### config.mk
export PLATFORM = sky130hd
export DESIGN_NAME = cylinder_grid_ring_neighbors
export DESIGN_NICKNAME = d
export VERILOG_FILES = /design/src/rtl/core/cgrn_pkg.sv /design/src/rtl/core/cylinder_grid_ring_neighbors.sv /design/src/rtl/core/cgrn_front.sv /design/src/rtl/core/cgrn_fifo.sv /design/src/rtl/core/cgrn_back.sv
export SDC_FILE = /design/constraint.sdc
export NUM_CORES = 1
export LEC_CHECK = 0
export ABC_AREA = 1
export BUFFER_PORTS_ARGS = -buffer_cell sky130_fd_sc_hd__buf_2
export CORE_MARGIN = 1
export CORE_UTILIZATION = 45
export DETAILED_ROUTE_END_ITERATION = 7
export GPL_ROUTABILITY_DRIVEN = 0
export GPL_TIMING_DRIVEN = 0
export MAX_ROUTING_LAYER = met4
export PLACE_DENSITY_LB_ADDON = 0.1
export SLEW_MARGIN = 10
export SYNTH_ARGS = -nofsm -noshare
export SYNTH_HDL_FRONTEND = slang
export SYNTH_HIERARCHICAL = 1
export SYNTH_SLANG_ARGS = --single-unit
### constraint.sdc
create_clock -name clk -period 8.1 [get_ports clk]
set_input_delay 0.405 -clock clk [delete_from_list [all_inputs] [get_ports clk]]
set_output_delay 0.405 -clock clk [all_outputs]
set_load 0.02 [all_outputs]
### src/rtl/core/cgrn_pkg.sv
// Shared types and constants for the cylinder grid ring neighbor block.
package cgrn_pkg;

  localparam int MAX_CELLS_PER_WHEEL = 256;
  localparam int MAX_WHEELS          = 64;
  localparam int MAX_LEVEL           = 8;

  localparam int IDX_W   = 14;
  localparam int LVL_W   = 4;
  localparam int CPW_W   = 9;
  localparam int WC_W    = 7;
  localparam int WHEEL_W = 6;
  localparam int POS_W   = 8;
  localparam int OFS_W   = 5;
  localparam int WSUM_W  = 8;
  localparam int PROD_W  = 16;
  localparam int CFG_IDX_W = 2;

  localparam int FIFO_DEPTH = 2;
  localparam int FIFO_PTR_W = $clog2(FIFO_DEPTH);
  localparam int DIV_CNT_W  = $clog2(IDX_W);

  localparam logic signed [OFS_W-1:0] OFS_ONE = OFS_W'(1);

  localparam logic [CFG_IDX_W-1:0] REG_CELLS_PER_WHEEL = 2'd0;
  localparam logic [CFG_IDX_W-1:0] REG_WHEEL_COUNT     = 2'd1;

  localparam logic [CPW_W-1:0] CPW_RESET = 9'd256;
  localparam logic [WC_W-1:0]  WC_RESET  = 7'd64;

  typedef struct packed {
    logic [CPW_W-1:0] cells_per_wheel;
    logic [WC_W-1:0]  wheel_count;
  } cfg_t;

  typedef struct packed {
    logic [WHEEL_W-1:0] wheel;
    logic [POS_W-1:0]   pos;
    logic [LVL_W-1:0]   level;
    logic               bad;
  } job_t;

  typedef enum logic [1:0] {
    F_IDLE,
    F_DIV,
    F_PUSH
  } front_state_t;

  typedef enum logic [1:0] {
    B_IDLE,
    B_PRE,
    B_WALK,
    B_FLUSH
  } back_state_t;

  typedef enum logic [1:0] {
    SEG_POS_HI,
    SEG_WHEEL_HI,
    SEG_POS_LO,
    SEG_WHEEL_LO
  } seg_t;

endpackage

### src/rtl/core/cylinder_grid_ring_neighbors.sv
// Top level of the cylinder grid ring neighbor block.
//
//  Channel  | Handshake                 | Payload
//  ---------+---------------------------+---------------------------------------
//  in       | start, busy               | in_cell_index, in_ring_level
//  out      | out_valid (strobe)        | out_neighbor_index, out_last_of_run,
//           |                           | out_bad_request
//  cfg      | cfg_valid, cfg_ready      | cfg_index, cfg_data
//
// The front end holds busy while it decodes a request, and longer while the job queue is
// full, as a one-bit-per-cycle divider splits the cell index into wheel and position.
// The ring walker fetches a job, offsets the position by the ring level, scans the ring
// and flushes; results are registered. A bad job yields one error result at the fetch.
// Reset is synchronous; it restores 256 cells per wheel and 64 wheels.
// Results are strobed for one cycle and cannot be stalled.
module cylinder_grid_ring_neighbors (
  input  logic                           clk,
  input  logic                           rst_n,
  input  logic                           start,
  output logic                           busy,
  input  logic [cgrn_pkg::IDX_W-1:0]     in_cell_index,
  input  logic [cgrn_pkg::LVL_W-1:0]     in_ring_level,
  output logic                           out_valid,
  output logic [cgrn_pkg::IDX_W-1:0]     out_neighbor_index,
  output logic                           out_last_of_run,
  output logic                           out_bad_request,
  input  logic                           cfg_valid,
  output logic                           cfg_ready,
  input  logic [cgrn_pkg::CFG_IDX_W-1:0] cfg_index,
  input  logic [cgrn_pkg::CPW_W-1:0]     cfg_data
);

  cgrn_pkg::cfg_t cfg_r;
  cgrn_pkg::job_t push_job;
  cgrn_pkg::job_t head_job;
  logic           q_push;
  logic           q_pop;
  logic           q_empty;
  logic           q_full;
  logic           front_busy;

  assign cfg_ready = 1'b1;
  assign busy      = front_busy;

  always_ff @(posedge clk) begin
    if (!rst_n) begin
      cfg_r.cells_per_wheel <= cgrn_pkg::CPW_RESET;
      cfg_r.wheel_count     <= cgrn_pkg::WC_RESET;
    end else if (cfg_valid && cfg_ready) begin
      if (cfg_index == cgrn_pkg::REG_CELLS_PER_WHEEL) begin
        cfg_r.cells_per_wheel <= cfg_data;
      end else if (cfg_index == cgrn_pkg::REG_WHEEL_COUNT) begin
        cfg_r.wheel_count <= cfg_data[cgrn_pkg::WC_W-1:0];
      end
    end
  end

  cgrn_front u_front (
    .clk        (clk),
    .rst_n      (rst_n),
    .start      (start),
    .busy       (front_busy),
    .cell_index (in_cell_index),
    .ring_level (in_ring_level),
    .cfg        (cfg_r),
    .q_full     (q_full),
    .q_push     (q_push),
    .q_job      (push_job)
  );

  cgrn_fifo u_fifo (
    .clk      (clk),
    .rst_n    (rst_n),
    .push     (q_push),
    .push_job (push_job),
    .pop      (q_pop),
    .head_job (head_job),
    .empty    (q_empty),
    .full     (q_full)
  );

  cgrn_back u_back (
    .clk                (clk),
    .rst_n              (rst_n),
    .cfg                (cfg_r),
    .q_empty            (q_empty),
    .q_job              (head_job),
    .q_pop              (q_pop),
    .out_valid          (out_valid),
    .out_neighbor_index (out_neighbor_index),
    .out_last_of_run    (out_last_of_run),
    .out_bad_request    (out_bad_request)
  );

endmodule

### src/rtl/core/cgrn_front.sv
// Front end: accepts a request, checks it and splits the cell index by division.
module cgrn_front (
  input  logic                         clk,
  input  logic                         rst_n,
  input  logic                         start,
  output logic                         busy,
  input  logic [cgrn_pkg::IDX_W-1:0]   cell_index,
  input  logic [cgrn_pkg::LVL_W-1:0]   ring_level,
  input  cgrn_pkg::cfg_t               cfg,
  input  logic                         q_full,
  output logic                         q_push,
  output cgrn_pkg::job_t               q_job
);

  cgrn_pkg::front_state_t state_r, state_nxt;

  logic [cgrn_pkg::IDX_W-1:0]     quo_r, quo_nxt;
  logic [cgrn_pkg::CPW_W-1:0]     rem_r, rem_nxt;
  logic [cgrn_pkg::DIV_CNT_W-1:0] cnt_r, cnt_nxt;
  logic [cgrn_pkg::LVL_W-1:0]     lvl_r, lvl_nxt;
  logic                           bad_r, bad_nxt;

  logic [cgrn_pkg::PROD_W-1:0] grid_size;
  logic                        cfg_bad;
  logic                        req_bad;
  logic [cgrn_pkg::CPW_W:0]    trial;
  logic                        trial_ge;

  assign grid_size = cgrn_pkg::PROD_W'(cfg.cells_per_wheel) *
                     cgrn_pkg::PROD_W'(cfg.wheel_count);
  assign cfg_bad = (cfg.cells_per_wheel == '0) ||
                   (cfg.cells_per_wheel > cgrn_pkg::CPW_W'(cgrn_pkg::MAX_CELLS_PER_WHEEL)) ||
                   (cfg.wheel_count == '0) ||
                   (cfg.wheel_count > cgrn_pkg::WC_W'(cgrn_pkg::MAX_WHEELS));
  assign req_bad = cfg_bad ||
                   (ring_level > cgrn_pkg::LVL_W'(cgrn_pkg::MAX_LEVEL)) ||
                   (cgrn_pkg::PROD_W'(cell_index) >= grid_size);

  assign trial    = {rem_r, quo_r[cgrn_pkg::IDX_W-1]};
  assign trial_ge = trial >= {1'b0, cfg.cells_per_wheel};

  assign busy = (state_r != cgrn_pkg::F_IDLE);

  always_ff @(posedge clk) begin
    if (!rst_n) begin
      state_r <= cgrn_pkg::F_IDLE;
    end else begin
      state_r <= state_nxt;
    end
    quo_r <= quo_nxt;
    rem_r <= rem_nxt;
    cnt_r <= cnt_nxt;
    lvl_r <= lvl_nxt;
    bad_r <= bad_nxt;
  end

  always_comb begin
    state_nxt = state_r;
    quo_nxt   = quo_r;
    rem_nxt   = rem_r;
    cnt_nxt   = cnt_r;
    lvl_nxt   = lvl_r;
    bad_nxt   = bad_r;
    q_push    = 1'b0;
    q_job.wheel = quo_r[cgrn_pkg::WHEEL_W-1:0];
    q_job.pos   = rem_r[cgrn_pkg::POS_W-1:0];
    q_job.level = lvl_r;
    q_job.bad   = bad_r;
    unique case (state_r)
      cgrn_pkg::F_IDLE: begin
        if (start) begin
          quo_nxt   = cell_index;
          rem_nxt   = '0;
          cnt_nxt   = '0;
          lvl_nxt   = ring_level;
          bad_nxt   = req_bad;
          state_nxt = cgrn_pkg::F_DIV;
        end
      end
      cgrn_pkg::F_DIV: begin
        if (trial_ge) begin
          rem_nxt = cgrn_pkg::CPW_W'(trial - {1'b0, cfg.cells_per_wheel});
        end else begin
          rem_nxt = trial[cgrn_pkg::CPW_W-1:0];
        end
        quo_nxt = {quo_r[cgrn_pkg::IDX_W-2:0], trial_ge};
        cnt_nxt = cnt_r + 1'b1;
        if (cnt_r == cgrn_pkg::DIV_CNT_W'(cgrn_pkg::IDX_W - 1)) begin
          state_nxt = cgrn_pkg::F_PUSH;
        end
      end
      cgrn_pkg::F_PUSH: begin
        if (!q_full) begin
          q_push    = 1'b1;
          state_nxt = cgrn_pkg::F_IDLE;
        end
      end
      default: begin
        state_nxt = cgrn_pkg::F_IDLE;
      end
    endcase
  end

endmodule

### src/rtl/core/cgrn_fifo.sv
// Short queue of decoded jobs between the front end and the ring walker.
module cgrn_fifo (
  input  logic           clk,
  input  logic           rst_n,
  input  logic           push,
  input  cgrn_pkg::job_t push_job,
  input  logic           pop,
  output cgrn_pkg::job_t head_job,
  output logic           empty,
  output logic           full
);

  cgrn_pkg::job_t mem_r [cgrn_pkg::FIFO_DEPTH];

  logic [cgrn_pkg::FIFO_PTR_W-1:0] wr_ptr_r;
  logic [cgrn_pkg::FIFO_PTR_W-1:0] rd_ptr_r;
  logic [cgrn_pkg::FIFO_PTR_W:0]   count_r;

  assign empty    = (count_r == '0);
  assign full     = (count_r == (cgrn_pkg::FIFO_PTR_W + 1)'(cgrn_pkg::FIFO_DEPTH));
  assign head_job = mem_r[rd_ptr_r];

  always_ff @(posedge clk) begin
    if (!rst_n) begin
      wr_ptr_r <= '0;
      rd_ptr_r <= '0;
      count_r  <= '0;
    end else begin
      if (push) begin
        wr_ptr_r <= wr_ptr_r + 1'b1;
      end
      if (pop) begin
        rd_ptr_r <= rd_ptr_r + 1'b1;
      end
      if (push && !pop) begin
        count_r <= count_r + 1'b1;
      end else if (pop && !push) begin
        count_r <= count_r - 1'b1;
      end
    end
    if (push) begin
      mem_r[wr_ptr_r] <= push_job;
    end
  end

endmodule

### src/rtl/core/cgrn_back.sv
// Back end: walks the square ring of one job and emits the neighbor indices.
module cgrn_back (
  input  logic                        clk,
  input  logic                        rst_n,
  input  cgrn_pkg::cfg_t              cfg,
  input  logic                        q_empty,
  input  cgrn_pkg::job_t              q_job,
  output logic                        q_pop,
  output logic                        out_valid,
  output logic [cgrn_pkg::IDX_W-1:0]  out_neighbor_index,
  output logic                        out_last_of_run,
  output logic                        out_bad_request
);

  cgrn_pkg::back_state_t state_r, state_nxt;
  cgrn_pkg::seg_t        seg_r, seg_nxt;

  logic [cgrn_pkg::WHEEL_W-1:0]     wheel_r, wheel_nxt;
  logic [cgrn_pkg::POS_W-1:0]       pos_r, pos_nxt;
  logic [cgrn_pkg::LVL_W-1:0]       lvl_r, lvl_nxt;
  logic [cgrn_pkg::LVL_W-1:0]       cnt_r, cnt_nxt;
  logic signed [cgrn_pkg::OFS_W-1:0] ofs_r, ofs_nxt;
  logic                             pend_vld_r, pend_vld_nxt;
  logic [cgrn_pkg::IDX_W-1:0]       pend_idx_r, pend_idx_nxt;

  logic                             out_valid_r;
  logic [cgrn_pkg::IDX_W-1:0]       out_idx_r;
  logic                             out_last_r;
  logic                             out_bad_r;

  logic                             emit_vld;
  logic [cgrn_pkg::IDX_W-1:0]       emit_idx;
  logic                             emit_last;
  logic                             emit_bad;

  logic signed [cgrn_pkg::OFS_W-1:0]  lvl_s;
  logic signed [cgrn_pkg::OFS_W-1:0]  dw;
  logic signed [cgrn_pkg::WSUM_W-1:0] cand_wheel;
  logic                               cand_ok;
  logic [cgrn_pkg::PROD_W-1:0]        cand_full;
  logic [cgrn_pkg::POS_W-1:0]         pos_inc;
  logic [cgrn_pkg::POS_W-1:0]         pos_dec;
  logic                               walk_end;

  assign lvl_s = cgrn_pkg::OFS_W'(lvl_r);

  always_comb begin
    unique case (seg_r)
      cgrn_pkg::SEG_POS_HI:   dw = ofs_r;
      cgrn_pkg::SEG_WHEEL_HI: dw = lvl_s;
      cgrn_pkg::SEG_POS_LO:   dw = ofs_r;
      cgrn_pkg::SEG_WHEEL_LO: dw = -lvl_s;
      default:                dw = ofs_r;
    endcase
  end

  assign cand_wheel = $signed(cgrn_pkg::WSUM_W'(wheel_r)) +
                      $signed({{(cgrn_pkg::WSUM_W - cgrn_pkg::OFS_W){dw[cgrn_pkg::OFS_W-1]}}, dw});
  assign cand_ok    = !cand_wheel[cgrn_pkg::WSUM_W-1] &&
                      (cand_wheel[cgrn_pkg::WC_W-1:0] < cfg.wheel_count);
  assign cand_full  = cgrn_pkg::PROD_W'(cand_wheel[cgrn_pkg::WC_W-1:0]) *
                      cgrn_pkg::PROD_W'(cfg.cells_per_wheel) +
                      cgrn_pkg::PROD_W'(pos_r);

  assign pos_inc = ({1'b0, pos_r} + 1'b1 == cfg.cells_per_wheel) ?
                   '0 : pos_r + 1'b1;
  assign pos_dec = (pos_r == '0) ?
                   cgrn_pkg::POS_W'(cfg.cells_per_wheel - 1'b1) : pos_r - 1'b1;

  assign walk_end = ((seg_r == cgrn_pkg::SEG_POS_HI) && (ofs_r == lvl_s) && (lvl_r == '0)) ||
                    ((seg_r == cgrn_pkg::SEG_WHEEL_LO) &&
                     (ofs_r == lvl_s - cgrn_pkg::OFS_ONE));

  always_ff @(posedge clk) begin
    if (!rst_n) begin
      state_r     <= cgrn_pkg::B_IDLE;
      pend_vld_r  <= 1'b0;
      out_valid_r <= 1'b0;
    end else begin
      state_r     <= state_nxt;
      pend_vld_r  <= pend_vld_nxt;
      out_valid_r <= emit_vld;
    end
    seg_r      <= seg_nxt;
    wheel_r    <= wheel_nxt;
    pos_r      <= pos_nxt;
    lvl_r      <= lvl_nxt;
    cnt_r      <= cnt_nxt;
    ofs_r      <= ofs_nxt;
    pend_idx_r <= pend_idx_nxt;
    if (emit_vld) begin
      out_idx_r  <= emit_idx;
      out_last_r <= emit_last;
      out_bad_r  <= emit_bad;
    end
  end

  always_comb begin
    state_nxt    = state_r;
    seg_nxt      = seg_r;
    wheel_nxt    = wheel_r;
    pos_nxt      = pos_r;
    lvl_nxt      = lvl_r;
    cnt_nxt      = cnt_r;
    ofs_nxt      = ofs_r;
    pend_vld_nxt = pend_vld_r;
    pend_idx_nxt = pend_idx_r;
    q_pop        = 1'b0;
    emit_vld     = 1'b0;
    emit_idx     = pend_idx_r;
    emit_last    = 1'b0;
    emit_bad     = 1'b0;
    unique case (state_r)
      cgrn_pkg::B_IDLE: begin
        if (!q_empty) begin
          q_pop = 1'b1;
          if (q_job.bad) begin
            emit_vld  = 1'b1;
            emit_idx  = '0;
            emit_last = 1'b1;
            emit_bad  = 1'b1;
          end else begin
            wheel_nxt = q_job.wheel;
            pos_nxt   = q_job.pos;
            lvl_nxt   = q_job.level;
            cnt_nxt   = q_job.level;
            ofs_nxt   = -cgrn_pkg::OFS_W'(q_job.level);
            seg_nxt   = cgrn_pkg::SEG_POS_HI;
            state_nxt = (q_job.level == '0) ? cgrn_pkg::B_WALK : cgrn_pkg::B_PRE;
          end
        end
      end
      cgrn_pkg::B_PRE: begin
        pos_nxt = pos_inc;
        cnt_nxt = cnt_r - 1'b1;
        if (cnt_r == cgrn_pkg::LVL_W'(1)) begin
          state_nxt = cgrn_pkg::B_WALK;
        end
      end
      cgrn_pkg::B_WALK: begin
        if (cand_ok) begin
          emit_vld     = pend_vld_r;
          pend_vld_nxt = 1'b1;
          pend_idx_nxt = cand_full[cgrn_pkg::IDX_W-1:0];
        end
        if (walk_end) begin
          state_nxt = cgrn_pkg::B_FLUSH;
        end else begin
          unique case (seg_r)
            cgrn_pkg::SEG_POS_HI: begin
              if (ofs_r == lvl_s) begin
                seg_nxt = cgrn_pkg::SEG_WHEEL_HI;
                ofs_nxt = lvl_s - cgrn_pkg::OFS_ONE;
                pos_nxt = pos_dec;
              end else begin
                ofs_nxt = ofs_r + cgrn_pkg::OFS_ONE;
              end
            end
            cgrn_pkg::SEG_WHEEL_HI: begin
              if (ofs_r == -lvl_s) begin
                seg_nxt = cgrn_pkg::SEG_POS_LO;
                ofs_nxt = lvl_s - cgrn_pkg::OFS_ONE;
              end else begin
                ofs_nxt = ofs_r - cgrn_pkg::OFS_ONE;
                pos_nxt = pos_dec;
              end
            end
            cgrn_pkg::SEG_POS_LO: begin
              if (ofs_r == -lvl_s) begin
                seg_nxt = cgrn_pkg::SEG_WHEEL_LO;
                ofs_nxt = cgrn_pkg::OFS_ONE - lvl_s;
                pos_nxt = pos_inc;
              end else begin
                ofs_nxt = ofs_r - cgrn_pkg::OFS_ONE;
              end
            end
            cgrn_pkg::SEG_WHEEL_LO: begin
              ofs_nxt = ofs_r + cgrn_pkg::OFS_ONE;
              pos_nxt = pos_inc;
            end
            default: begin
              seg_nxt = cgrn_pkg::SEG_POS_HI;
            end
          endcase
        end
      end
      cgrn_pkg::B_FLUSH: begin
        emit_vld     = 1'b1;
        emit_last    = 1'b1;
        pend_vld_nxt = 1'b0;
        state_nxt    = cgrn_pkg::B_IDLE;
      end
      default: begin
        state_nxt = cgrn_pkg::B_IDLE;
      end
    endcase
  end

  assign out_valid          = out_valid_r;
  assign out_neighbor_index = out_idx_r;
  assign out_last_of_run    = out_last_r;
  assign out_bad_request    = out_bad_r;

endmodule

==> results of run 1 <==
[power by group through the flow]
stage	combinational [uW]	clock, uW	sequential, uW
3_3_place_gp	3260	0	1290
3_5_place_dp	3310	0	1290
2_1_floorplan	2460	0	1280
6_report	3320	840	1280
4_1_cts	3340	861	1280
5_1_grt	3780	884	1290
[per-stage QoR]
stage	setup slack, ns	total power (uW)	cell area (um2)	utilization (%)
2_1_floorplan	2.175	3745	13740	-
3_3_place_gp	1.223	4546	14480	48.45
3_5_place_dp	1.201	4599	14500	48.53
4_1_cts	1.173	5478	15110	50.58
5_1_grt	0.5096	5959	15110	50.59
6_report	1.209	5438	15110	50.59
[cell type report]
type                       instances  area share, %
buffer                            57          2.425
clock buffer                      19          2.864
clock inverter                    13          1.184
inverter                         346          8.593
multi-input combinational       1114          50.75
sequential                       156          29.21
tap                              390          3.228
timing repair buffer              51          1.755
[cell usage after synthesis (26+ instances only)]
cell type,instances,share of area (%)
nor2_1,125,3.4
dfxtp_1,27,3.9
a21oi_1,69,2.5
inv_1,338,9.2
nand3_1,67,2.4
xor2_1,36,2.3
o21ai_0,42,1.5
clkbuf_1,26,0.71
ha_1,124,11
edfxtp_1,129,28
fa_1,77,11
nand2_1,418,11
[sequential cells by signal (all words and copies together) (netlist names), 5 cells and up, named ones only]
| name | flops |
|---|---|
| u_back/ofs_r | 5 |
| u_fifo/mem_r | 38 |
| cfg_r | 16 |
| u_back/pend_idx_r | 14 |
| u_back/out_neighbor_index | 14 |
| u_front/quo_r | 14 |
| u_front/rem_r | 9 |
| u_back/pos_r | 8 |
| u_back/wheel_r | 6 |
[worst max-delay path, delay by kind of cell, from the launching register on]
kind | cells | cell delay, ns
AND/OR/NAND/NOR | 7 | 0.70
adder cells (fa/ha/maj) | 7 | 2.72
AO/OA/AOI/OAI | 5 | 1.14
buffers and inverters | 6 | 0.96
XOR/XNOR | 2 | 0.62
flip-flops | 1 | 0.51
[routing by layer]
layer | track usage (%) | vias to the layer above | routed length [um]
met5 | - | - | 0
met3 | 2.577 | 32 | 1075
met2 | 35.83 | 205 | 15040
li1 | - | 5376 | -
met4 | 5.927 | 0 | 534
met1 | 27.70 | 4985 | 14410
[worst paths after layout]
kind / end / slack [ns] / start
min reg2reg: u_fifo/mem_r[1][3]$_DFFE_PP_ / 0.44 / u_front/lvl_r[2]$_DFFE_PP_
max reg2reg: u_back/pend_idx_r[10]$_DFFE_PP_ / 1.21 / u_back/seg_r[0]$_SDFFCE_PN0P_
max: u_back/pend_idx_r[10]$_DFFE_PP_ / 1.21 / u_back/seg_r[0]$_SDFFCE_PN0P_
min: u_front/lvl_r[3]$_DFFE_PP_ / 0.16 / in_ring_level[3]
[placed cells by master, fill, tap and decap left out, drive strengths merged, types with 37 or more instances in the layout]
master / instances
buf: 80
nand2: 429
inv: 349
fa: 77
nand3: 76
edfxtp: 129
o21ai: 47
clkbuf: 47
nor2: 135
a21oi: 71
xor2: 37
ha: 124
[kinds of logic after synthesis]
kind of cell    after synthesis  share of synthesized area (%)
buf+inv                     403                          12.12
mux                          19                          1.831
other cells                   1                        0.02730
simple gates                676                          20.79
flops                       156                          32.13
xor+xnor                     55                          3.561
compound gates              162                          7.014
fa+ha+maj                   201                          22.52
==> results.toml, run 1 <==
[detailed_routing]
wl_per_cell_um = 14.48
via_per_inst = 4.938
detail_route.first_pass.iterations = 5
drc = 0
drt.antenna.violating_nets = 0
dr_total_vias = 10598
initialDrtViolationCount = 725
wl_um = 31060

[clock_tree]
clock_sinks = 156
cts_buffers = 17
htreeDepth = 4
cts.hold.buffers_added = 0
cts_tree = "built"
clockRootBuffer = "clkbuf_16"
post-cts-setup-buffer-count = 0
cts.path.max_buffers = 2
ctsResizeCount = 0
clkTransAtPathRegs_ns = 0.06
clk_latency_ns = 0.44

[die]
core-area_um2 = 29870
dieArea_um2 = 31230
die_h_um = 176.7
die_width_um = 176.7
initial_core_util_pct = 45.98
ioPinCount = 52
rows = 63

[sta]
tns_ns = 0
skew_ns = 0.01060
finalMaxSlewViolations = 0
worst_pin_slew_ns = 1.208
hold_viol_final = 0
slew_headroom_pct = 19.25
holdWs_ns = 0.1631
finalSetupViolations = 0
rsz0062_at_grt = "no"
fmax_mhz = 145.1
finalCriticalPeriod_ns = 6.891
fin_crit_sh_pct = 85.07

[hold_path]
hold_depth = 1
hp-class = "in2reg"

[pwr]
p_leak_uw = 0.007719
clkPwrFrac_pct = 15.4
p_int_uw = 2823
vdd_drop_max_mv = 0.2037
seqPwrFrac_pct = 23.5
switchingPower_uw = 2615
p_comb_share_pct = 61.1
p_sw_share_pct = 48.09
power_density_nw_per_um2 = 359.8

[yosys]
postSynth.asyncResetShare_pct = 0
synthCells = 1673
syn_area_per_cell_um2 = 8.211
netlist_area_um2 = 13740
synth_cell_types = 62
yosysSeqAreaShare_pct = 32.13
synth.yosys.warnings = 6
syn_nets = 1907
synth_edf_count = 129
synth-main-ff-cell = "edfxtp_1"
ys_seq_elements = 156

[critical_path]
slowest_delay_ns = 0.55
crit_type = "reg2reg"
cp_data_arrival_time_ns = 7.08
crit_required_ns = 8.29
critPathLaunchType = "register"
r2r_cells = 27
crit_slowest_cell = "xor2_1"
cp-end-kind = "register"
path_max_fanout = 9

[finish]
regArea_um2 = 4414
nNetsFinal = 1977
syn2layout_area_growth_pct = 10.03
final_cells = 2146
n_antenna_cell = 0
layout-drive-gt1-share_pct = 10.54
multiInputGateArea_um2 = 7670
fillers = 2903

[global_routing]
antenna_found_initial = 0
grt_overflow = 0
grt.total_usage_pct = 21.56
grt_max_degree = 28
grt_first_pass_wirelength_um = 51590
grt_pass1_vias = 10225

[flow_run]
cap_violations = 0

[placement]
dp_hpwl_um = 24580
placed_cells = 2114
portBuffers = 50

[status]
status = "complete, no violations"
No activity file was read; power rests on OpenSTA's default activity.
==> run 2: changes to the inputs <==
--- a/config.mk
+++ b/config.mk
@@ -7,6 +7,7 @@
 export LEC_CHECK = 0
 export ABC_AREA = 1
 export BUFFER_PORTS_ARGS = -buffer_cell sky130_fd_sc_hd__buf_2
+export CORE_ASPECT_RATIO = 0.8
 export CORE_MARGIN = 1
 export CORE_UTILIZATION = 45
 export DETAILED_ROUTE_END_ITERATION = 7
==> run 2 against run 1 <==
  * Die area about the same
  * Hold slack lost 0.010 ns
  * Utilization is 0.50 points higher
  * Clock power up 0.8%
  * Power rose by 0.19%
  * Largest power group unchanged
  * First-iteration DRC count is 12% lower
==> results.toml, run 2 (synthesis gave the netlist of run 1 again) <==
[critical_path]
cp-end-kind = "register"
crit_type = "reg2reg"
crit_required_ns = 8.29
r2r_setup_slack_ns = 1.09
critPathLaunchType = "register"
cp_data_arrival_time_ns = 7.21
path_max_fanout = 9

[global_routing]
grt_overflow = 0
grt_first_pass_wirelength_um = 52070
grt_pass1_vias = 10214
antenna_found_initial = 0
grt_max_degree = 28
grt.total_usage_pct = 21.94

[clock_tree]
ctsResizeCount = 0
clock_sinks = 156
clk_latency_ns = 0.44
cts_tree = "built"
cts.path.max_buffers = 2
htreeDepth = 4
clkTransAtPathRegs_ns = 0.08
cts.hold.buffers_added = 0
clockRootBuffer = "clkbuf_16"
post-cts-setup-buffer-count = 0
cts_buffers = 17

[finish]
layout-drive-gt1-share_pct = 10.59
mostFrequentLayoutCell = "nand2_1"
layout_common_cells = "418 x nand2_1, 338 x inv_1, 129 x edfxtp_1"
syn2layout_area_growth_pct = 10.24
top_regs = "u_fifo/mem_r x38, cfg_r x16"
top_register = "u_fifo/mem_r"
largest_reg_flops = 38
design_area_um2 = 15140
n_antenna_cell = 0
fin_util_pct = 51.09
nNetsFinal = 1977

[die]
die_width_um = 197.3
core-area_um2 = 29640
initial_core_util_pct = 46.35
rows = 56
die_h_um = 158.3
dieArea_um2 = 31230
ioPinCount = 52

[detailed_routing]
drc = 0
wl_um = 31550
detail_route.first_pass.iterations = 5
initialDrtViolationCount = 639
drt.antenna.violating_nets = 0
wl_per_cell_um = 14.59
dr_total_vias = 10622
via_per_inst = 4.913

[status]
status = "complete, no violations"

[pwr]
p_leak_uw = 0.007730
finalPower_uw = 5448
vdd_drop_max_mv = 0.2498
power_density_nw_per_um2 = 359.7

[flow_run]
cap_violations = 0

[sta]
finalMaxSlewViolations = 0
hold_viol_final = 0
tns_ns = 0
skew_ns = 0.01204
fmax_mhz = 142.6
rsz0062_at_grt = "no"
finalSetupViolations = 0
worst_pin_slew_ns = 1.195
holdWs_ns = 0.1530
fin_crit_sh_pct = 86.60
finalCriticalPeriod_ns = 7.014
slew_headroom_pct = 19.72

[hold_path]
hp-class = "in2reg"

[placement]
dp_hpwl_um = 24670
portBuffers = 50
dpl-instance-area_um2 = 14520
## run 2: cell types whose count changed in the layout (fill, tap and decap cells not counted), sizes merged
cell      delta
clkinv       +6
bufinv       -2
clkbuf       -2
inv          +1
clkinvlp     -3
## run 2: layer usage
layer / share of wire (%) / routed length (um) / global-route usage (%) / vias up
li1: - / - / - / 5381
met1: 50 / 15670 / 30.01 / 5011
met2: 44 / 13950 / 33.85 / 203
met3: 4.3 / 1371 / 3.431 / 27
met4: 1.8 / 565 / 6.054 / 0
met5: 0 / 0 / - / -
## run 2: area by class of cell
class                      count  area (um2)
clock buffer                  17       425.4
tap                          406       508.0
multi-input combinational   1114        7665
inverter                     346        1299
timing repair buffer          51       265.3
fill                        2847       14500
sequential                   156        4414
buffer                        57       366.6
clock inverter                15       200.2
## run 2: worst max-delay path, cell delays in order, from the launching register on
cell      delay (ns)
edfxtp_1        0.53
ha_1            0.20
clkbuf_1        0.29
inv_1           0.19
o21ai_0         0.45
inv_1           0.10
ha_1            0.29
nand3_1         0.08
nand3_1         0.11
a21oi_1         0.22
xor2_1          0.55
inv_1           0.28
nor2_1          0.21
fa_1            0.43
inv_1           0.09
fa_1            0.42
fa_1            0.51
fa_1            0.55
inv_1           0.05
ha_1            0.35
a21oi_1         0.16
o21ai_0         0.13
a21oi_1         0.21
nor2_1          0.07
nor2_1          0.09
nor2_1          0.04
nor2_1          0.10
xnor2_1         0.07
## run 2: path summary, 6_finish.rpt
kind,startpoint,cells after the start,end
worst max-delay path,u_back/seg_r[0]$_SDFFCE_PN0P_,27,u_back/pend_idx_r[10]$_DFFE_PP_
worst min-delay path,in_ring_level[2],1,u_front/lvl_r[2]$_DFFE_PP_
worst max register to register,u_back/seg_r[0]$_SDFFCE_PN0P_,27,u_back/pend_idx_r[10]$_DFFE_PP_
worst min register to register,u_front/lvl_r[0]$_DFFE_PP_,0,u_fifo/mem_r[1][1]$_DFFE_PP_
## run 2: power breakdown
part / total (uW) / internal, uW / switching, uW / leakage (uW)
sequential: 1280 / 1160 / 126 / 0.00143
combinational: 3320 / 1170 / 2150 / 0.00600
clock: 847 / 448 / 399 / 0.000304
## run 2: metrics by stage
step           setup WS [ns]  std cells
2_1_floorplan          2.175       1673
3_3_place_gp           1.220       2129
3_5_place_dp           1.139       2130
4_1_cts                1.046       2162
5_1_grt               0.5559       2162
6_report               1.086       2162
